`src/design/scaled_glyph_rect_generator_assert.svh`:
```
// ----------------------------------------------------------------------------
// Scaled glyph rect generator assertion macros
// Concurrent-assertion shorthands for the block's RTL, used by sgr_core.
// ----------------------------------------------------------------------------
`ifndef SCALED_GLYPH_RECT_GENERATOR_ASSERT_SVH
`define SCALED_GLYPH_RECT_GENERATOR_ASSERT_SVH

// Same-cycle implication.
`define SGR_ASSERT_IMP(lbl, clk, rst_n, ante, cons) \
    lbl: assert property (@(posedge clk) disable iff (!(rst_n)) (ante) |-> (cons)) \
        else $error("assertion failed");

// Next-cycle implication.
`define SGR_ASSERT_NXT(lbl, clk, rst_n, ante, cons) \
    lbl: assert property (@(posedge clk) disable iff (!(rst_n)) (ante) |=> (cons)) \
        else $error("assertion failed");

`endif

```
`src/design/sgr_pkg.sv`:
```
// ----------------------------------------------------------------------------
// sgr_pkg
// Types, constants and the 5x7 column font for the glyph rect generator.
// ----------------------------------------------------------------------------
package sgr_pkg;

    localparam int FONT_WIDTH   = 5;
    localparam int FONT_HEIGHT  = 7;
    localparam int FONT_ADVANCE = 6;

    localparam int ADDR_W  = 4;
    localparam int DATA_W  = 32;
    localparam int COORD_W = 16;
    localparam int SCALE_W = 8;
    localparam int MUL_W   = SCALE_W + 4;
    localparam int COL_W   = $clog2(FONT_WIDTH);
    localparam int ROW_W   = $clog2(FONT_HEIGHT);

    typedef logic [FONT_WIDTH-1:0][FONT_HEIGHT-1:0] t_glyph;

    typedef enum logic [1:0] {
        REG_SCALE  = 2'd0,
        REG_WIDTH  = 2'd1,
        REG_HEIGHT = 2'd2,
        REG_COLOR  = 2'd3
    } t_reg_idx;

    typedef struct packed {
        logic [SCALE_W-1:0] scale;
        logic [COORD_W-1:0] width;
        logic [COORD_W-1:0] height;
    } t_cfg;

    function automatic t_glyph mk_glyph(input logic [7:0] c0, input logic [7:0] c1,
                                        input logic [7:0] c2, input logic [7:0] c3,
                                        input logic [7:0] c4);
        mk_glyph = {c4[6:0], c3[6:0], c2[6:0], c1[6:0], c0[6:0]};
    endfunction

    // Unknown codes fall back to '?'.
    function automatic t_glyph glyph_lookup(input logic [7:0] code);
        t_glyph g;
        unique case (code)
            8'h20:   g = mk_glyph(8'h00, 8'h00, 8'h00, 8'h00, 8'h00);
            8'h2B:   g = mk_glyph(8'h08, 8'h08, 8'h3E, 8'h08, 8'h08);
            8'h2D:   g = mk_glyph(8'h08, 8'h08, 8'h08, 8'h08, 8'h08);
            8'h2E:   g = mk_glyph(8'h00, 8'h60, 8'h60, 8'h00, 8'h00);
            8'h2F:   g = mk_glyph(8'h20, 8'h10, 8'h08, 8'h04, 8'h02);
            8'h3A:   g = mk_glyph(8'h00, 8'h36, 8'h36, 8'h00, 8'h00);
            8'h30:   g = mk_glyph(8'h3E, 8'h51, 8'h49, 8'h45, 8'h3E);
            8'h31:   g = mk_glyph(8'h00, 8'h42, 8'h7F, 8'h40, 8'h00);
            8'h32:   g = mk_glyph(8'h42, 8'h61, 8'h51, 8'h49, 8'h46);
            8'h33:   g = mk_glyph(8'h21, 8'h41, 8'h45, 8'h4B, 8'h31);
            8'h34:   g = mk_glyph(8'h18, 8'h14, 8'h12, 8'h7F, 8'h10);
            8'h35:   g = mk_glyph(8'h27, 8'h45, 8'h45, 8'h45, 8'h39);
            8'h36:   g = mk_glyph(8'h3C, 8'h4A, 8'h49, 8'h49, 8'h30);
            8'h37:   g = mk_glyph(8'h01, 8'h71, 8'h09, 8'h05, 8'h03);
            8'h38:   g = mk_glyph(8'h36, 8'h49, 8'h49, 8'h49, 8'h36);
            8'h39:   g = mk_glyph(8'h06, 8'h49, 8'h49, 8'h29, 8'h1E);
            8'h41:   g = mk_glyph(8'h7E, 8'h11, 8'h11, 8'h11, 8'h7E);
            8'h42:   g = mk_glyph(8'h7F, 8'h49, 8'h49, 8'h49, 8'h36);
            8'h43:   g = mk_glyph(8'h3E, 8'h41, 8'h41, 8'h41, 8'h22);
            8'h44:   g = mk_glyph(8'h7F, 8'h41, 8'h41, 8'h22, 8'h1C);
            8'h45:   g = mk_glyph(8'h7F, 8'h49, 8'h49, 8'h49, 8'h41);
            8'h46:   g = mk_glyph(8'h7F, 8'h09, 8'h09, 8'h09, 8'h01);
            8'h47:   g = mk_glyph(8'h3E, 8'h41, 8'h49, 8'h49, 8'h7A);
            8'h48:   g = mk_glyph(8'h7F, 8'h08, 8'h08, 8'h08, 8'h7F);
            8'h49:   g = mk_glyph(8'h00, 8'h41, 8'h7F, 8'h41, 8'h00);
            8'h4A:   g = mk_glyph(8'h20, 8'h40, 8'h41, 8'h3F, 8'h01);
            8'h4B:   g = mk_glyph(8'h7F, 8'h08, 8'h14, 8'h22, 8'h41);
            8'h4C:   g = mk_glyph(8'h7F, 8'h40, 8'h40, 8'h40, 8'h40);
            8'h4D:   g = mk_glyph(8'h7F, 8'h02, 8'h0C, 8'h02, 8'h7F);
            8'h4E:   g = mk_glyph(8'h7F, 8'h04, 8'h08, 8'h10, 8'h7F);
            8'h4F:   g = mk_glyph(8'h3E, 8'h41, 8'h41, 8'h41, 8'h3E);
            8'h50:   g = mk_glyph(8'h7F, 8'h09, 8'h09, 8'h09, 8'h06);
            8'h51:   g = mk_glyph(8'h3E, 8'h41, 8'h51, 8'h21, 8'h5E);
            8'h52:   g = mk_glyph(8'h7F, 8'h09, 8'h19, 8'h29, 8'h46);
            8'h53:   g = mk_glyph(8'h46, 8'h49, 8'h49, 8'h49, 8'h31);
            8'h54:   g = mk_glyph(8'h01, 8'h01, 8'h7F, 8'h01, 8'h01);
            8'h55:   g = mk_glyph(8'h3F, 8'h40, 8'h40, 8'h40, 8'h3F);
            8'h56:   g = mk_glyph(8'h1F, 8'h20, 8'h40, 8'h20, 8'h1F);
            8'h57:   g = mk_glyph(8'h3F, 8'h40, 8'h38, 8'h40, 8'h3F);
            8'h58:   g = mk_glyph(8'h63, 8'h14, 8'h08, 8'h14, 8'h63);
            8'h59:   g = mk_glyph(8'h07, 8'h08, 8'h70, 8'h08, 8'h07);
            8'h5A:   g = mk_glyph(8'h61, 8'h51, 8'h49, 8'h45, 8'h43);
            default: g = mk_glyph(8'h02, 8'h01, 8'h59, 8'h09, 8'h06);
        endcase
        return g;
    endfunction

endpackage

```
`src/design/sgr_cfg.sv`:
```
// ----------------------------------------------------------------------------
// sgr_cfg
// APB register file: scale, canvas size and draw color.
// ----------------------------------------------------------------------------
module sgr_cfg (
    input  logic                        i_clk,
    input  logic                        i_rst_n,
    input  logic                        psel,
    input  logic                        penable,
    input  logic                        pwrite,
    input  logic [sgr_pkg::ADDR_W-1:0]  paddr,
    input  logic [sgr_pkg::DATA_W-1:0]  pwdata,
    output logic [sgr_pkg::DATA_W-1:0]  prdata,
    output logic                        pready,
    output sgr_pkg::t_cfg               o_cfg
);
    import sgr_pkg::*;

    logic [SCALE_W-1:0] r_scale,  n_scale;
    logic [COORD_W-1:0] r_width,  n_width;
    logic [COORD_W-1:0] r_height, n_height;
    logic [COORD_W-1:0] r_color,  n_color;
    t_reg_idx           reg_idx;
    logic               wr_en;

    assign reg_idx = t_reg_idx'(paddr[ADDR_W-1:2]);
    assign wr_en   = psel && penable && pwrite;
    assign pready  = 1'b1;

    always_comb begin
        n_scale  = r_scale;
        n_width  = r_width;
        n_height = r_height;
        n_color  = r_color;
        if (wr_en) begin
            unique case (reg_idx)
                REG_SCALE:  n_scale  = pwdata[SCALE_W-1:0];
                REG_WIDTH:  n_width  = pwdata[COORD_W-1:0];
                REG_HEIGHT: n_height = pwdata[COORD_W-1:0];
                REG_COLOR:  n_color  = pwdata[COORD_W-1:0];
                default:    n_scale  = r_scale;
            endcase
        end
    end

    always_ff @(posedge i_clk) begin
        if (!i_rst_n) begin
            r_scale  <= SCALE_W'(1);
            r_width  <= COORD_W'(320);
            r_height <= COORD_W'(240);
            r_color  <= COORD_W'(16'hFFFF);
        end else begin
            r_scale  <= n_scale;
            r_width  <= n_width;
            r_height <= n_height;
            r_color  <= n_color;
        end
    end

    always_comb begin
        unique case (reg_idx)
            REG_SCALE:  prdata = DATA_W'(r_scale);
            REG_WIDTH:  prdata = DATA_W'(r_width);
            REG_HEIGHT: prdata = DATA_W'(r_height);
            REG_COLOR:  prdata = DATA_W'(r_color);
            default:    prdata = '0;
        endcase
    end

    assign o_cfg.scale  = r_scale;
    assign o_cfg.width  = r_width;
    assign o_cfg.height = r_height;

endmodule

```
`src/design/sgr_core.sv`:
```
// ----------------------------------------------------------------------------
// sgr_core
// Dot-scan sequencer with one shared adder, pending square and output register.
// ----------------------------------------------------------------------------
`include "scaled_glyph_rect_generator_assert.svh"

module sgr_core (
    input  logic                         i_clk,
    input  logic                         i_rst_n,
    input  sgr_pkg::t_cfg                i_cfg,
    input  logic                         i_in_valid,
    output logic                         o_in_stall,
    input  logic [7:0]                   i_char_code,
    input  logic                         i_first,
    input  logic [sgr_pkg::COORD_W-1:0]  i_start_x,
    input  logic [sgr_pkg::COORD_W-1:0]  i_start_y,
    output logic                         o_out_valid,
    input  logic                         i_out_stall,
    output logic [sgr_pkg::COORD_W-1:0]  o_rect_x,
    output logic [sgr_pkg::COORD_W-1:0]  o_rect_y,
    output logic                         o_last
);
    import sgr_pkg::*;

    localparam logic [COL_W-1:0] COL_LAST = COL_W'(FONT_WIDTH - 1);
    localparam logic [ROW_W-1:0] ROW_LAST = ROW_W'(FONT_HEIGHT - 1);

    typedef enum logic [3:0] {
        S_IDLE  = 4'b0001,
        S_CHECK = 4'b0010,
        S_SCAN  = 4'b0100,
        S_FLUSH = 4'b1000
    } t_state;

    t_state             r_state,      n_state;
    logic               r_full,       n_full;
    logic [COORD_W-1:0] r_cursor,     n_cursor;
    logic [COORD_W-1:0] r_row_org,    n_row_org;
    t_glyph             r_glyph,      n_glyph;
    logic [COL_W-1:0]   r_col,        n_col;
    logic [ROW_W-1:0]   r_row,        n_row;
    logic [COORD_W-1:0] r_px,         n_px;
    logic [COORD_W-1:0] r_py,         n_py;
    logic               r_pend_valid, n_pend_valid;
    logic [COORD_W-1:0] r_pend_x,     n_pend_x;
    logic [COORD_W-1:0] r_pend_y,     n_pend_y;
    logic               r_out_valid,  n_out_valid;
    logic [COORD_W-1:0] r_out_x,      n_out_x;
    logic [COORD_W-1:0] r_out_y,      n_out_y;
    logic               r_out_last,   n_out_last;

    logic [COORD_W-1:0] add_a;
    logic [MUL_W-1:0]   add_b;
    logic [COORD_W:0]   add_sum;
    logic [MUL_W-1:0]   width_span;
    logic [MUL_W-1:0]   advance;
    logic               row_end;
    logic               col_end;
    logic               dot_vis;
    logic               out_free;
    logic               scan_hold;

    assign width_span = MUL_W'(i_cfg.scale) * MUL_W'(FONT_WIDTH);
    assign advance    = MUL_W'(i_cfg.scale) * MUL_W'(FONT_ADVANCE);
    assign row_end    = (r_row == ROW_LAST);
    assign col_end    = (r_col == COL_LAST);
    assign dot_vis    = r_glyph[r_col][r_row] && (r_px < i_cfg.width)
                        && (r_py < i_cfg.height);
    assign out_free   = !r_out_valid || !i_out_stall;
    assign scan_hold  = dot_vis && r_pend_valid && !out_free;

    // shared adder
    always_comb begin
        unique case (r_state)
            S_CHECK: begin
                add_a = r_cursor;
                add_b = width_span;
            end
            S_SCAN: begin
                add_a = row_end ? r_px : r_py;
                add_b = MUL_W'(i_cfg.scale);
            end
            S_FLUSH: begin
                add_a = r_cursor;
                add_b = advance;
            end
            default: begin
                add_a = r_cursor;
                add_b = '0;
            end
        endcase
        add_sum = {1'b0, add_a} + (COORD_W+1)'(add_b);
    end

    always_comb begin
        n_state      = r_state;
        n_full       = r_full;
        n_cursor     = r_cursor;
        n_row_org    = r_row_org;
        n_glyph      = r_glyph;
        n_col        = r_col;
        n_row        = r_row;
        n_px         = r_px;
        n_py         = r_py;
        n_pend_valid = r_pend_valid;
        n_pend_x     = r_pend_x;
        n_pend_y     = r_pend_y;
        n_out_valid  = r_out_valid;
        n_out_x      = r_out_x;
        n_out_y      = r_out_y;
        n_out_last   = r_out_last;

        if (r_out_valid && !i_out_stall) begin
            n_out_valid = 1'b0;
        end

        unique case (r_state)
            S_IDLE: begin
                if (i_in_valid) begin
                    n_glyph = glyph_lookup(i_char_code);
                    if (i_first) begin
                        n_cursor  = i_start_x;
                        n_row_org = i_start_y;
                        n_full    = 1'b0;
                    end
                    n_state = S_CHECK;
                end
            end
            S_CHECK: begin
                if (i_cfg.scale == '0 || r_full) begin
                    n_state = S_IDLE;
                end else if (add_sum > {1'b0, i_cfg.width}) begin
                    n_full  = 1'b1;
                    n_state = S_IDLE;
                end else begin
                    n_col   = '0;
                    n_row   = '0;
                    n_px    = r_cursor;
                    n_py    = r_row_org;
                    n_state = S_SCAN;
                end
            end
            S_SCAN: begin
                if (!scan_hold) begin
                    if (dot_vis) begin
                        if (r_pend_valid) begin
                            n_out_valid = 1'b1;
                            n_out_x     = r_pend_x;
                            n_out_y     = r_pend_y;
                            n_out_last  = 1'b0;
                        end
                        n_pend_valid = 1'b1;
                        n_pend_x     = r_px;
                        n_pend_y     = r_py;
                    end
                    if (row_end) begin
                        n_row = '0;
                        n_py  = r_row_org;
                        n_px  = add_sum[COORD_W-1:0];
                        if (col_end) begin
                            n_state = S_FLUSH;
                        end else begin
                            n_col = r_col + COL_W'(1);
                        end
                    end else begin
                        n_row = r_row + ROW_W'(1);
                        n_py  = add_sum[COORD_W-1:0];
                    end
                end
            end
            S_FLUSH: begin
                if (!r_pend_valid) begin
                    n_cursor = add_sum[COORD_W-1:0];
                    n_state  = S_IDLE;
                end else if (out_free) begin
                    n_out_valid  = 1'b1;
                    n_out_x      = r_pend_x;
                    n_out_y      = r_pend_y;
                    n_out_last   = 1'b1;
                    n_pend_valid = 1'b0;
                    n_cursor     = add_sum[COORD_W-1:0];
                    n_state      = S_IDLE;
                end
            end
            default: n_state = S_IDLE;
        endcase
    end

    always_ff @(posedge i_clk) begin
        if (!i_rst_n) begin
            r_state      <= S_IDLE;
            r_full       <= 1'b0;
            r_cursor     <= '0;
            r_row_org    <= '0;
            r_pend_valid <= 1'b0;
            r_out_valid  <= 1'b0;
        end else begin
            r_state      <= n_state;
            r_full       <= n_full;
            r_cursor     <= n_cursor;
            r_row_org    <= n_row_org;
            r_pend_valid <= n_pend_valid;
            r_out_valid  <= n_out_valid;
        end
    end

    always_ff @(posedge i_clk) begin
        r_glyph    <= n_glyph;
        r_col      <= n_col;
        r_row      <= n_row;
        r_px       <= n_px;
        r_py       <= n_py;
        r_pend_x   <= n_pend_x;
        r_pend_y   <= n_pend_y;
        r_out_x    <= n_out_x;
        r_out_y    <= n_out_y;
        r_out_last <= n_out_last;
    end

    assign o_in_stall  = (r_state != S_IDLE);
    assign o_out_valid = r_out_valid;
    assign o_rect_x    = r_out_x;
    assign o_rect_y    = r_out_y;
    assign o_last      = r_out_last;

    `SGR_ASSERT_IMP(a_pend_only_busy, i_clk, i_rst_n, r_pend_valid, (r_state == S_SCAN) || (r_state == S_FLUSH))
    `SGR_ASSERT_IMP(a_scan_idx_range, i_clk, i_rst_n, r_state == S_SCAN, (r_col <= COL_LAST) && (r_row <= ROW_LAST))
    `SGR_ASSERT_NXT(a_full_skips, i_clk, i_rst_n, (r_state == S_CHECK) && r_full, r_state == S_IDLE)
    `SGR_ASSERT_NXT(a_flush_empty, i_clk, i_rst_n, (r_state == S_FLUSH) && !r_pend_valid, (r_state == S_IDLE) && !r_pend_valid)

endmodule

```
`src/design/scaled_glyph_rect_generator.sv`:
```
// ----------------------------------------------------------------------------
// scaled_glyph_rect_generator
// Draws text with a 5x7 column font as a stream of scaled square corners.
// ----------------------------------------------------------------------------
// One character item is taken when the block is idle. It then makes the
// right-edge check and steps the 35 font dots, one dot per cycle while the
// output side keeps up, through a single shared adder that walks x, y and the
// cursor, then releases the last square and advances the cursor. A character
// that is skipped (zero scale or past the edge) returns to idle after the
// check; output stalls slow a drawn character. Squares are emitted column by
// column; o_last marks the final square of a character. Registers sit at byte
// addresses 0 (scale), 4 (canvas width), 8 (canvas height), 12 (draw color).
module scaled_glyph_rect_generator (
    input  logic                         i_clk,
    input  logic                         i_rst_n,
    input  logic                         psel,
    input  logic                         penable,
    input  logic                         pwrite,
    input  logic [sgr_pkg::ADDR_W-1:0]   paddr,
    input  logic [sgr_pkg::DATA_W-1:0]   pwdata,
    output logic [sgr_pkg::DATA_W-1:0]   prdata,
    output logic                         pready,
    input  logic                         i_in_valid,
    output logic                         o_in_stall,
    input  logic [7:0]                   i_char_code,
    input  logic                         i_first,
    input  logic [sgr_pkg::COORD_W-1:0]  i_start_x,
    input  logic [sgr_pkg::COORD_W-1:0]  i_start_y,
    output logic                         o_out_valid,
    input  logic                         i_out_stall,
    output logic [sgr_pkg::COORD_W-1:0]  o_rect_x,
    output logic [sgr_pkg::COORD_W-1:0]  o_rect_y,
    output logic                         o_last
);
    import sgr_pkg::*;

    t_cfg cfg;

    sgr_cfg u_cfg (
        .i_clk   (i_clk),
        .i_rst_n (i_rst_n),
        .psel    (psel),
        .penable (penable),
        .pwrite  (pwrite),
        .paddr   (paddr),
        .pwdata  (pwdata),
        .prdata  (prdata),
        .pready  (pready),
        .o_cfg   (cfg)
    );

    sgr_core u_core (
        .i_clk       (i_clk),
        .i_rst_n     (i_rst_n),
        .i_cfg       (cfg),
        .i_in_valid  (i_in_valid),
        .o_in_stall  (o_in_stall),
        .i_char_code (i_char_code),
        .i_first     (i_first),
        .i_start_x   (i_start_x),
        .i_start_y   (i_start_y),
        .o_out_valid (o_out_valid),
        .i_out_stall (i_out_stall),
        .o_rect_x    (o_rect_x),
        .o_rect_y    (o_rect_y),
        .o_last      (o_last)
    );

endmodule
```
`config.mk`:
```
export PLATFORM = sky130hd
export DESIGN_NAME = scaled_glyph_rect_generator
export DESIGN_NICKNAME = d
export VERILOG_FILES = /design/src/design/sgr_pkg.sv /design/src/design/sgr_cfg.sv /design/src/design/sgr_core.sv /design/src/design/scaled_glyph_rect_generator.sv
export VERILOG_INCLUDE_DIRS = /design/src /design/src/design
export SDC_FILE = /design/constraint.sdc
export NUM_CORES = 1
export LEC_CHECK = 0
export ABC_AREA = 0
export BUFFER_PORTS_ARGS = -buffer_cell sky130_fd_sc_hd__clkbuf_2
export CAP_MARGIN = 15
export CORE_MARGIN = 2
export CORE_UTILIZATION = 27
export DETAILED_ROUTE_END_ITERATION = 10
export GPL_TIMING_DRIVEN = 0
export PLACE_DENSITY_LB_ADDON = 0.3
export SKIP_LAST_GASP = 1
export SLEW_MARGIN = 20
export SYNTH_ARGS = -nofsm -noshare
export SYNTH_HDL_FRONTEND = slang
export SYNTH_MEMORY_MAX_BITS = 65536
export SYNTH_SLANG_ARGS = --single-unit
```
`constraint.sdc`:
```
create_clock -name i_clk -period 10.8 [get_ports i_clk]
set_input_delay 2.16 -clock i_clk [delete_from_list [all_inputs] [get_ports i_clk]]
set_output_delay 2.16 -clock i_clk [all_outputs]
set_load 0.05 [all_outputs]
```
Yosys cells after proc, flatten, opt, wreduce, memory -nomap -nowiden

Memories as Yosys holds them, arrays and structs flattened. A register that Yosys moved wholly into a read port is not among the register bits.
Index checks and enable logic that the tools add are counted.

Add/sub/neg operators: 3
Multipliers: 2
Order comparisons: 5
Equal/unequal tests: 24
Mux-type cells: 76
Bitwise operators: 1
Reduce and logical (&&, ||, !) cells: 33

Operators by type and width:

| operator                                                             | count |
|---|---|
| 16-bit two-way mux                                                   | 24 |
| 16-bit case mux with 2 select lines                                  | 5 |
| 32-bit case mux with 4 select lines                                  | 1 |
| 11-bit case mux with 3 select lines                                  | 1 |
| 16-bit < comparator                                                  | 2 |
| 4-bit two-way mux                                                    | 7 |
| 3-bit two-way mux                                                    | 8 |
| 7-bit binary-select mux with 3-bit select                            | 1 |
| 1-bit two-way mux                                                    | 20 |
| 16-bit by 11-bit adder with 17-bit output                            | 1 |
| 17-bit by 16-bit greater-than comparator with 1-bit output           | 1 |
| 4-bit case mux with 4 select lines                                   | 1 |
| 5-bit AND reduction                                                  | 3 |
| 2-bit by 1-bit != test with 1-bit output, second input constant      | 7 |
| 2-bit != test, second input constant                                 | 6 |
| 3-bit case mux with 2 select lines                                   | 2 |
| 6-bit AND reduction                                                  | 2 |
| 8-bit by 3-bit multiplier with 11-bit output, second input constant  | 1 |
| 8-bit by 2-bit multiplier with 10-bit output, second input constant  | 1 |
| 2-bit AND reduction                                                  | 5 |
| 3-bit AND reduction                                                  | 3 |
| 8-bit logical NOT                                                    | 1 |
| 3-bit by 4-bit < comparator with 1-bit output, second input constant | 2 |
| 1-bit case mux with 2 select lines                                   | 4 |
| 19 further kinds                                                     | 35 |

Bits in registers: 198
Memory bits (read-only): 4480
Bits of input ports: 84
Output and inout port bits: 68
Logic and storage cells: 164
Memories kept: 1

Memories:

| memory          | depth | bits a word | rd ports | clocked after Yosys merged registers in | write ports | RTL line      | RTL |
|---|---|---|---|---|---|---|---|
| (no name shown) | 128   | 35          | 1        | 1                                       | 0           | sgr_pkg.sv:43 | `unique case (code)` |

Longest topological paths before layout

Gate-level depths: netlist (run 1).

Word-level depth: 10
Gate-level depth with buffers: 25
Depth with buffers taken out: 25

By module

From an unflattened synthesis (run 1), not the netlist that was laid out.

Cell total of the unflattened synthesis: 1475
Area, all modules: 14038.5 um2

By module, submodules not included:

| module   | times used | cells each | area an instance (um2) | seq. area each (um2) |
|---|---|---|---|---|
| sgr_core | 1          | 1198       | 11347.1                | 4924.7 |
| sgr_cfg  | 1          | 277        | 2691.3                 | 1121.1 |

Worst setup path after synthesis (run 1)

OpenSTA, ideal clock, no wires.

Kind: input to register
From: input i_out_stall
To: register u_core.r_pend_x[0] (enable)
Setup time: 501 ps
Arrival time: 5406 ps
Data required time: 10299 ps
Slack: 4893 ps
Stages on the path: 2
Buffers on the path: 0
Path through: and3_1 nor4_1

Word-level cells in the longest chain between the ends: 6

Ends and longest elaborated chain:

| item                          | RTL line                          | RTL |
|---|---|---|
| from (decl)                   | scaled_glyph_rect_generator.sv:30 | `input logic i_out_stall,` |
| 1-bit logical NOT             | sgr_core.sv:69                    | `assign out_free = !r_out_valid \|\| !i_out_stall;` |
| 1-bit logical OR              | sgr_core.sv:69                    |  |
| 1-bit logical NOT             | sgr_core.sv:70                    | `assign scan_hold = dot_vis && r_pend_valid && !out_free;` |
| 1-bit logical AND             | sgr_core.sv:70                    |  |
| 1-bit NOT (no line)           | n/a                               |  |
| 3-bit AND reduction (no line) | n/a                               |  |
| to (signal assigned)          | sgr_core.sv:213                   | `r_pend_x <= n_pend_x;` |
| to (decl)                     | sgr_core.sv:45                    | `logic [COORD_W-1:0] r_pend_x, n_pend_x;` |

No other way between the ends.
A chain may end at the register's enable or synchronous reset.

Final worst setup path (run 1)

From: register u_core.r_row[0]
To: register u_core.r_py[13] (enable)

Word-level cells in the longest chain between the ends: 8
Elaborated cells on any way between the ends: 14
Classes of those cells: 1 x add/sub; 1 x order compare; 3 x eq/ne; 4 x mux; 5 x reduce/logical

Ends and longest elaborated chain:

| item                                                                              | RTL line        | RTL |
|---|---|---|
| from (decl)                                                                       | sgr_core.sv:41  | `logic [ROW_W-1:0] r_row, n_row;` |
| from (signal assigned)                                                            | sgr_core.sv:210 | `r_row <= n_row;` |
| branches (longest 7 deep; another with 16-bit by 11-bit adder with 17-bit output) | n/a             |  |
| 4-bit AND reduction (no line) (*)                                                 | n/a             |  |
| to (signal assigned)                                                              | sgr_core.sv:212 | `r_py <= n_py;` |
| to (decl)                                                                         | sgr_core.sv:43  | `logic [COORD_W-1:0] r_py, n_py;` |

Every way passes the cells marked *. The select of a mux whose other input is x is not followed.

==> out/summary.txt, run 1 <==
status - finished clean
CTS Sinks - 233
fin util - 32.3%
P&R area growth vs syn - 17.8%
nets - 1,857
Hold Buf Count CTS - 0
Power per Cell Area - 167 nW/um^2
full die area - 52,900 sq um
Antenna diodes - 0
vias in the first global route - 11,961
post-route ant nets - 0
HPWL after detailed placement - 38,100 microns
Die W - 230 microns
Clock Path Buffers - 3
peak supply drop - 0.102 mV
commonest non-fill, non-tap cell in the layout - nand2_1
CTS H-tree depth - 1
main flop type after synthesis - edfxtp_1
leakage power - 6.40 nW
clock latency on the worst-skew pair - 550 ps
CP Class - reg -> reg
first-pass GRT wire length - 72,800 microns
Min Hold Slack - 418 ps
syn_area_per_cell - 9.14 sq um
Layout Skew - 26.1 ps
total wire length - 48,400 microns
drt pass-1 iters - 6
most frequent cells in the layout - nand2_1 (262), edfxtp_1 (138), a21oi_1 (133), clkbuf_2 (112), o21ai_0 (110)
Resized cells post-CTS - 0
Max Fclk - 0.131 GHz
final hold violations - 0
synth unique cells - 83
top-area cell type share of the netlist area - 30.1%
CTS tree - yes
Placed Area - 15,300 sq um
largest net degree at the start of global routing - 34
Async SR Flop Fraction - 0%
cts bufs inserted - 26
Slew HR - 36.9%
sequential area share after synthesis - 43.8%
fin crit share - 70.7%
CTS root buf - clkbuf_16
startpoint types - flip-flop
Remaining DRCs - 0
Gate Count Post-Synth - 1,508
Setup crit end kind - flip-flop
Routability Congestion - 0.955
Post-CTS Setup Inserts - 0
core area - 50,300 sq um
vias per inst - 5.10
Crit-path slowest cell - nand2_1
Hold Crit Class - reg -> reg
drt wl/cell - 20.5 microns
crit path max fanout - 19
num rows - 82
Iter 0 DRT Violations - 1,143
Synth Cell Area - 13,800 sq um
initial antenna violation count - 1
RSZ-0062 raised after global routing - false
worst endpoint data arrival time - 7800 ps
Max Slew Vio Count - 0
fillers - 5,268
Port Buffer Count - 112
top cells by area, synth - edfxtp_1 (30%), dfxtp_1 (14%), ha_1 (9.1%), nand2_1 (7.1%), a21oi_1 (4.8%)
Top-Level Pins - 152
Seq cells post-synth - 233
Max-Cap Viols - 0
crit path cell chain - buf_4 > inv_1 > ha_1 > and2_1 > clkbuf_1 > buf_1 > mux2i_1 > o21ai_0 > ha_1 > o21ai_0 > a2111oi_0 > o21ai_0 > nand2_1 > xor2_1 > inv_1 > ha_1 > nand4_1 > nor3_1 > a21oi_1 > a22oi_4 > nand3_4 > nand2_1
GRT Residual Overflow - 0
Final min period - 7640 ps
Synth area leader - edfxtp_1
final setup vio count - 0
worst slew pin tran - 944 ps
overall routing resource usage - 17.9%
Syn. warnings - 0
Clk pin slew, worst setup/hold paths - 60 ps
Fin Setup TNS - 0 ps
Final Instance Area - 16,200 sq um
Die Y-Extent - 230 microns
starting density of the core - 27.4%
layout cells sized above 1 - 13.9%
number of flops mapped to enable cells by yosys - 138
Worst Path Required - 10,960 ps
detailed-route via count - 12,053
CP max stage delay - 760 ps
-- layer usage --
metal,vias to the layer above,GRT usage (%),share of wire (%)
met4,2,7.54,3.9
met3,103,2.62,5.8
met5,-,0,0.027
met1,5796,22.2,41
li1,5712,-,-
met2,440,30.8,49
-- flip-flops by register name (all words and copies together), names as in the netlist, 4 cells and up --
register / cells
u_core.r_cursor: 16
u_core.r_glyph: 35
u_core.r_py: 16
u_cfg.r_scale: 8
u_cfg.r_color: 16
u_cfg.r_height: 16
u_core.r_state: 4
u_core.o_rect_x: 16
u_core.r_pend_x: 16
u_core.r_px: 16
u_core.r_pend_y: 16
u_cfg.r_width: 16
u_core.o_rect_y: 16
u_core.r_row_org: 16
-- Yosys cell counts (all sizes together) (9+ instances only) --
cell      n
a31oi    14
nand2b   12
nand2   262
edfxtp  138
o211ai   23
o221ai   12
buf      39
mux2i    24
and3     11
nor2b    11
a22oi    11
xnor2    18
mux4     13
dfxtp    95
a21oi   133
nand3    41
o21ai   114
nor3     14
a211oi   11
ha      100
nor2    100
a21o     17
a211o     9
clkbuf   70
inv      81
nand4    15
-- worst paths after layout --
kind / to / slack, ps / startpoint / depth (start not counted)
min: u_core.o_rect_y[14] / 420 / u_core.r_pend_y[14] / 0
min reg2reg: u_core.o_rect_y[14] / 420 / u_core.r_pend_y[14] / 0
max: u_core.r_py[13] / 3160 / u_core.r_row[0] / 22
max reg2reg: u_core.r_py[13] / 3160 / u_core.r_row[0] / 22
-- area by class of cell --
| cell class | instances | area, sq um | share of cell area [%] |
|---|---|---|---|
| Inverter | 82 | 308 | 1.89 |
| Sequential cell | 233 | 6050 | 37.2 |
| Timing Repair Buffer | 119 | 636 | 3.91 |
| Tap cell | 672 | 841 | 5.18 |
| Buffer | 109 | 498 | 3.07 |
| Clock inverter | 15 | 200 | 1.23 |
| Clock buffer | 33 | 697 | 4.29 |
| Multi-Input combinational cell | 1099 | 7020 | 43.2 |
-- cell families after synthesis --
logic type,Yosys count,share of synthesized area [%]
XOR/XNOR,25,1.59
other,2,0.0545
multiplexers,41,4.19
AO/OA/AOI/OAI,416,19.0
AND/OR/NAND/NOR,497,16.0
adder cells (fa/ha/maj),103,9.51
buffers and inverters,191,5.84
flip-flops,233,43.8
-- through the flow --
| step | setup slack (ps) | total power, mW | std cells |
|---|---|---|---|
| floorplan | 4890 | 1.55 | 1523 |
| global placement | 2770 | 1.78 | 2307 |
| detailed placement | 3300 | 1.80 | 2314 |
| CTS | 3280 | 2.73 | 2362 |
| global route | 2600 | 2.84 | 2362 |
| finish | 3160 | 2.72 | 2362 |
-- worst max-delay path, delay by kind of cell (launching register included) --
family / cells / cell delay, ps
XOR/XNOR: 1 / 400
flip-flops: 1 / 480
buffers and inverters: 5 / 1390
adder cells (fa/ha/maj): 3 / 1030
AND/OR/NAND/NOR: 6 / 1660
AO/OA/AOI/OAI: 6 / 1930
multiplexers: 1 / 340
-- report_power, final --
group	internal, mW	switching, mW	leakage (nW)
sequential	1.05	0.0581	2.04
combinational	0.224	0.452	3.94
clock	0.555	0.374	0.424
total	1.83	0.885	6.40
Power figures use the tool's default switching activity.
==> run 2, diff against run 1 <==
--- a/config.mk
+++ b/config.mk
@@ -6,7 +6,7 @@
 export SDC_FILE = /design/constraint.sdc
 export NUM_CORES = 1
 export LEC_CHECK = 0
-export ABC_AREA = 0
+export ABC_AREA = 1
 export BUFFER_PORTS_ARGS = -buffer_cell sky130_fd_sc_hd__clkbuf_2
 export CAP_MARGIN = 15
 export CORE_MARGIN = 2
==> constraint.sdc (replaced) <==
create_clock -name i_clk -period 6.2 [get_ports i_clk]
set_input_delay 1.24 -clock i_clk [delete_from_list [all_inputs] [get_ports i_clk]]
set_output_delay 1.24 -clock i_clk [all_outputs]
set_load 0.05 [all_outputs]
==> run 2 against run 1 <==
  * First-iteration DRC count is 1.9% lower
  * Critical path depth is 13 higher
  * Synthesized cell count is 10% higher
  * Maximum frequency is 32% higher
  * Die area is 1.9% lower
  * Core utilization is 0.19 points lower
  * Combinational power is 45% higher
  * Critical path type unchanged
  * Largest power group unchanged
==> out/summary.txt, run 2 <==
GRT Residual Overflow - 0
max reg flops - 35
leakage power - 6.62 nW
cts bufs inserted - 25
Max-Cap Viols - 0
Routability Congestion - 0.958
nets - 2,016
Syn. warnings - 0
full die area - 51,900 sq um
core area - 49,800 sq um
Remaining DRCs - 0
Placed Area - 15,100 sq um
overall routing resource usage - 18.2%
Worst Path Required - 6460 ps
most frequent cells in the layout - nand2_1 (340), o21ai_0 (170), inv_1 (166), a21oi_1 (150), nor2_1 (146)
startpoint types - flip-flop
top post-synthesis cells by count - nand2_1 (340), o21ai_0 (173), inv_1 (167)
top-area cell type share of the netlist area - 30.6%
Async SR Flop Fraction - 0%
HPWL after detailed placement - 38,600 microns
CP Class - reg -> reg
synth unique cells - 50
Synth area leader - edfxtp_1
clock latency on the worst-skew pair - 560 ps
detailed-route via count - 12,405
Max Fclk - 0.172 GHz
Die W - 228 microns
post-route ant nets - 0
Setup crit end kind - flip-flop
Port Buffer Count - 110
peak supply drop - 0.231 mV
first-pass GRT wire length - 72,800 microns
CTS Sinks - 233
sequential area share after synthesis - 44.7%
main flop type after synthesis - edfxtp_1
Layout Skew - 14.8 ps
vias per inst - 4.92
CTS tree - yes
P&R area growth vs syn - 18.2%
CTS root buf - clkbuf_16
Clock Path Buffers - 3
count leader, synth - nand2_1
crit path max fanout - 10
worst endpoint data arrival time - 6070 ps
Most common cell on crit path - nand2_1
drt wl/cell - 19.2 microns
Max Slew Vio Count - 0
Overall Power - 4.30 mW
largest net degree at the start of global routing - 33
CP max stage delay - 500 ps
Fin Setup TNS - 0 ps
Hold Crit Class - reg -> reg
fin crit share - 93.6%
total wire length - 48,400 microns
Gate Count Post-Synth - 1,663
syn_area_per_cell - 8.13 sq um
Reg with most FFs - u_core.r_glyph
Top-Level Pins - 152
top cells by area, synth - edfxtp_1 (31%), dfxtp_1 (14%), nand2_1 (9.4%), ha_1 (9.3%), o21ai_0 (6.4%)
number of flops mapped to enable cells by yosys - 138
Synth Cell Area - 13,500 sq um
Crit-path slowest cell - edfxtp_1
final hold violations - 0
Power per Cell Area - 269 nW/um^2
Die Y-Extent - 228 microns
RSZ-0062 raised after global routing - false
Slew HR - 43.0%
drt pass-1 iters - 6
Antenna diodes - 0
Top delay family on crit path - simple AND/OR/NAND/NOR gates
buffers and inverters on the worst path - 7
Iter 0 DRT Violations - 1,121
Final Instance Area - 16,000 sq um
CTS H-tree depth - 1
status - finished clean
vias in the first global route - 11,951
Clk pin slew, worst setup/hold paths - 60 ps
final setup vio count - 0
Seq cells post-synth - 233
num rows - 82
worst slew pin tran - 843 ps
layout cells sized above 1 - 12.8%
starting density of the core - 27.2%
Final min period - 5810 ps
commonest non-fill, non-tap cell in the layout - nand2_1
initial antenna violation count - 0
[run 2: changes by cell type after synthesis, moves of 24 or more]
cell / change
nor2_1: +47
nand3_1: +45
inv_1: +87
o21ai_0: +63
mux2i_1: -24
nand2_1: +78
[run 2: kinds of logic (layout without fill, tap and decap cells)]
kind of cell / after synthesis / after routing / synth area share, %
other: 2 / 17 / 0.0555
and+or+nand+nor: 623 / 623 / 19.0
AOI/OAI and AO/OA: 426 / 426 / 17.7
xor gates and xnor gates: 12 / 12 / 0.833
adders and majority gates: 103 / 103 / 9.70
DFF: 233 / 233 / 44.7
buffers and inverters: 264 / 434 / 8.05
[run 2: final timing paths]
path,start,end,slack [ps],cells after the start
worst min-delay path,u_core.r_pend_y[4],u_core.o_rect_y[4],420,0
worst max register to register,u_core.r_row[0],u_core.r_px[3],390,35
worst max-delay path,u_core.r_row[0],u_core.r_px[3],390,35
worst min register to register,u_core.r_pend_y[4],u_core.o_rect_y[4],420,0
[run 2: metrics by stage]
step | hold slack [ps] | cells | utilization, % | worst slack (ps)
5_1_grt | 420 | 2520 | 32.1 | 1.24
3_3_place_gp | 406 | 2460 | 30.1 | -1430
3_5_place_dp | 405 | 2467 | 30.3 | -105
6_report | 416 | 2520 | 32.1 | 395
2_1_floorplan | 400 | 1678 | - | 641
4_1_cts | 417 | 2513 | 31.9 | -20.8
[run 2: where the power goes]
group,leakage (nW),internal [mW],switching [mW]
sequential,2.04,1.78,0.0680
combinational,4.19,0.283,0.695
clock,0.378,0.833,0.647
total,6.62,2.90,1.41
[run 2: worst register-to-register path, delay by kind of cell (launching register included)]
family | cells | cell delay [ps]
fa+ha+maj | 3 | 830
compound gates | 5 | 900
buf+inv | 7 | 1190
flops | 1 | 500
xor+xnor | 1 | 200
simple gates | 19 | 1880
[run 2: area by class of cell]
type                    instances  area (sq um)
flip-flops and latches        233          6050
clock buffers                  30           644
repair buffers                124           683
inverters                     176           666
plain buffers                  88           433
fillers                      5313         33800
well taps                     672           841
clock inverters                16           158
multi-input cells            1181          6500
[run 2: per-layer routing]
| metal | track usage, % | vias to the layer above | wire (microns) |
|---|---|---|---|
| li1 | - | 6001 | - |
| met1 | 23.5 | 5853 | 20600 |
| met2 | 30.4 | 459 | 22600 |
| met3 | 2.46 | 92 | 3100 |
| met4 | 7.96 | 0 | 2120 |
| met5 | 0 | - | 0 |
[run 2: timing repair]
action	in CTS	in global routing
buffers inserted	0	7
resized for setup	3	18
endpoints found under the setup margin	23	38
pin swaps	0	3
hold buffers	0	0
gates cloned	0	0
==> run 3, diff against run 2 <==
==> constraint.sdc (replaced) <==
create_clock -name i_clk -period 7.2 [get_ports i_clk]
set_input_delay 1.44 -clock i_clk [delete_from_list [all_inputs] [get_ports i_clk]]
set_output_delay 1.44 -clock i_clk [all_outputs]
set_load 0.05 [all_outputs]
==> run 3 against run 2 <==
  * Sequential cell count is the same
  * Critical path depth is the same
  * Sequential share of layout area grew 0.23 points
  * Maximum frequency shrank 10%
  * Largest power group unchanged
==> out/summary.txt, run 3 (synthesis results as in run 2) <==
Antenna diodes - 0
Crit-path slowest cell - edfxtp_1
Fin Setup TNS - 0 ps
worst slew pin tran - 868 ps
P&R area growth vs syn - 17.4%
Top-Level Pins - 152
Post-CTS Setup Inserts - 0
startpoint types - flip-flop
full die area - 51,900 sq um
fin cells - 2,513
CTS Sinks - 233
Min Hold Slack - 416 ps
core area - 49,800 sq um
Top delay family on crit path - simple AND/OR/NAND/NOR gates
total wire length - 48,300 microns
CTS tree - yes
Most common cell on crit path - nand2_1
Final min period - 6450 ps
Max Fclk - 0.155 GHz
Routability Congestion - 0.958
Reg with most FFs - u_core.r_glyph
CTS H-tree depth - 1
Resized cells post-CTS - 0
leakage power - 6.57 nW
Die W - 228 microns
drt wl/cell - 19.2 microns
status - finished clean
most frequent cells in the layout - nand2_1 (340), o21ai_0 (173), inv_1 (166), a21oi_1 (150), nor2_1 (146)
Storage cell area - 6050 sq um
Hold Crit Class - reg -> reg
final hold violations - 0
dpl cells - 2,467
vias in the first global route - 11,942
post-route ant nets - 0
CP Class - reg -> reg
starting density of the core - 27.2%
vias per inst - 4.92
nets - 2,009
Setup crit end kind - flip-flop
Iter 0 DRT Violations - 1,143
fin crit share - 89.5%
Power per Cell Area - 232 nW/um^2
clock latency on the worst-skew pair - 560 ps
GRT Residual Overflow - 0
Hold Buf Count CTS - 0
Worst Path Required - 7460 ps
area of the multi-input gates - 6460 sq um
commonest non-fill, non-tap cell in the layout - nand2_1
Max-Cap Viols - 0
Layout Skew - 16.0 ps
first-pass GRT wire length - 72,800 microns
max reg flops - 35
Port Buffer Count - 110
num rows - 82
worst endpoint data arrival time - 6710 ps
detailed-route via count - 12,361
Overall Power - 3.69 mW
overall routing resource usage - 18.2%
crit path max fanout - 10
final setup vio count - 0
Clk pin slew, worst setup/hold paths - 60 ps
buffers and inverters on the worst path - 6
initial antenna violation count - 0
layout cells sized above 1 - 11.9%
Max Slew Vio Count - 0
Slew HR - 41.4%
Clock Path Buffers - 3
CTS root buf - clkbuf_16
drt pass-1 iters - 6
cts bufs inserted - 25
peak supply drop - 0.191 mV
fillers - 5,322
Remaining DRCs - 0
fin util - 31.9%
HPWL after detailed placement - 38,600 microns
largest net degree at the start of global routing - 33
Die Y-Extent - 228 microns
RSZ-0062 raised after global routing - false
CP max stage delay - 520 ps
==> run 3: changes by cell type in the layout (fill, tap and decap cells not counted), moves of 2 or more <==
| cell | delta |
|---|---|
| dfxtp_2 | -4 |
| buf_4 | -7 |
| xor2_1 | +2 |
| dfxtp_1 | +4 |
| o21ai_1 | -3 |
| xor2_2 | -2 |
| o21ai_0 | +3 |
| nor3_4 | -2 |
==> run 3: metrics by stage <==
step           setup slack (ps)  cell area, sq um
3_3_place_gp               -426             15000
4_1_cts                     860             15900
5_1_grt                     280             15900
3_5_place_dp                895             15100
6_report                    752             15900
2_1_floorplan              1640             13600
==> run 3: layout make-up <==
type | count | area share [%]
buffer | 88 | 2.70
clock buffer | 30 | 4.06
clock inverter | 16 | 0.993
inverter | 176 | 4.16
multi-input combinational | 1181 | 40.7
sequential | 233 | 38.1
tap | 672 | 5.30
timing repair buffer | 117 | 3.97
==> run 3: final timing paths <==
kind                        endpoint  slack [ps]  depth (start not counted)          startpoint
setup reg to reg      u_core.r_px[3]         750                         35     u_core.r_row[0]
hold / removal    u_core.o_rect_y[8]         420                          0  u_core.r_pend_y[8]
setup / recovery      u_core.r_px[3]         750                         35     u_core.r_row[0]
hold reg to reg   u_core.o_rect_y[8]         420                          0  u_core.r_pend_y[8]
==> run 3: worst register-to-register path, delay by kind of cell, from the launching register on <==
family / cells / cell delay, ps
buffers and inverters: 6 / 1460
XOR/XNOR: 1 / 260
AND/OR/NAND/NOR: 20 / 2080
flip-flops: 1 / 520
adder cells (fa/ha/maj): 3 / 860
AO/OA/AOI/OAI: 5 / 980
==> run 3: where the power goes <==
part | total [mW] | switching, mW | leakage, nW | internal [mW]
registers | 1.59 | 0.0580 | 2.04 | 1.53
logic | 0.826 | 0.591 | 4.15 | 0.235
clock network | 1.27 | 0.552 | 0.378 | 0.717
total | 3.69 | 1.20 | 6.57 | 2.48
==> run 3: routing by layer <==
layer  GRT usage [%]  wire, microns  vias up  part of all wire (%)
met1            23.5          20400     5781                    42
met3            2.46           3340       92                   6.9
met5               0              0        -                     0
met4            7.96           2120        0                   4.4
met2            30.4          22400      497                    46
li1                -              -     5991                     -
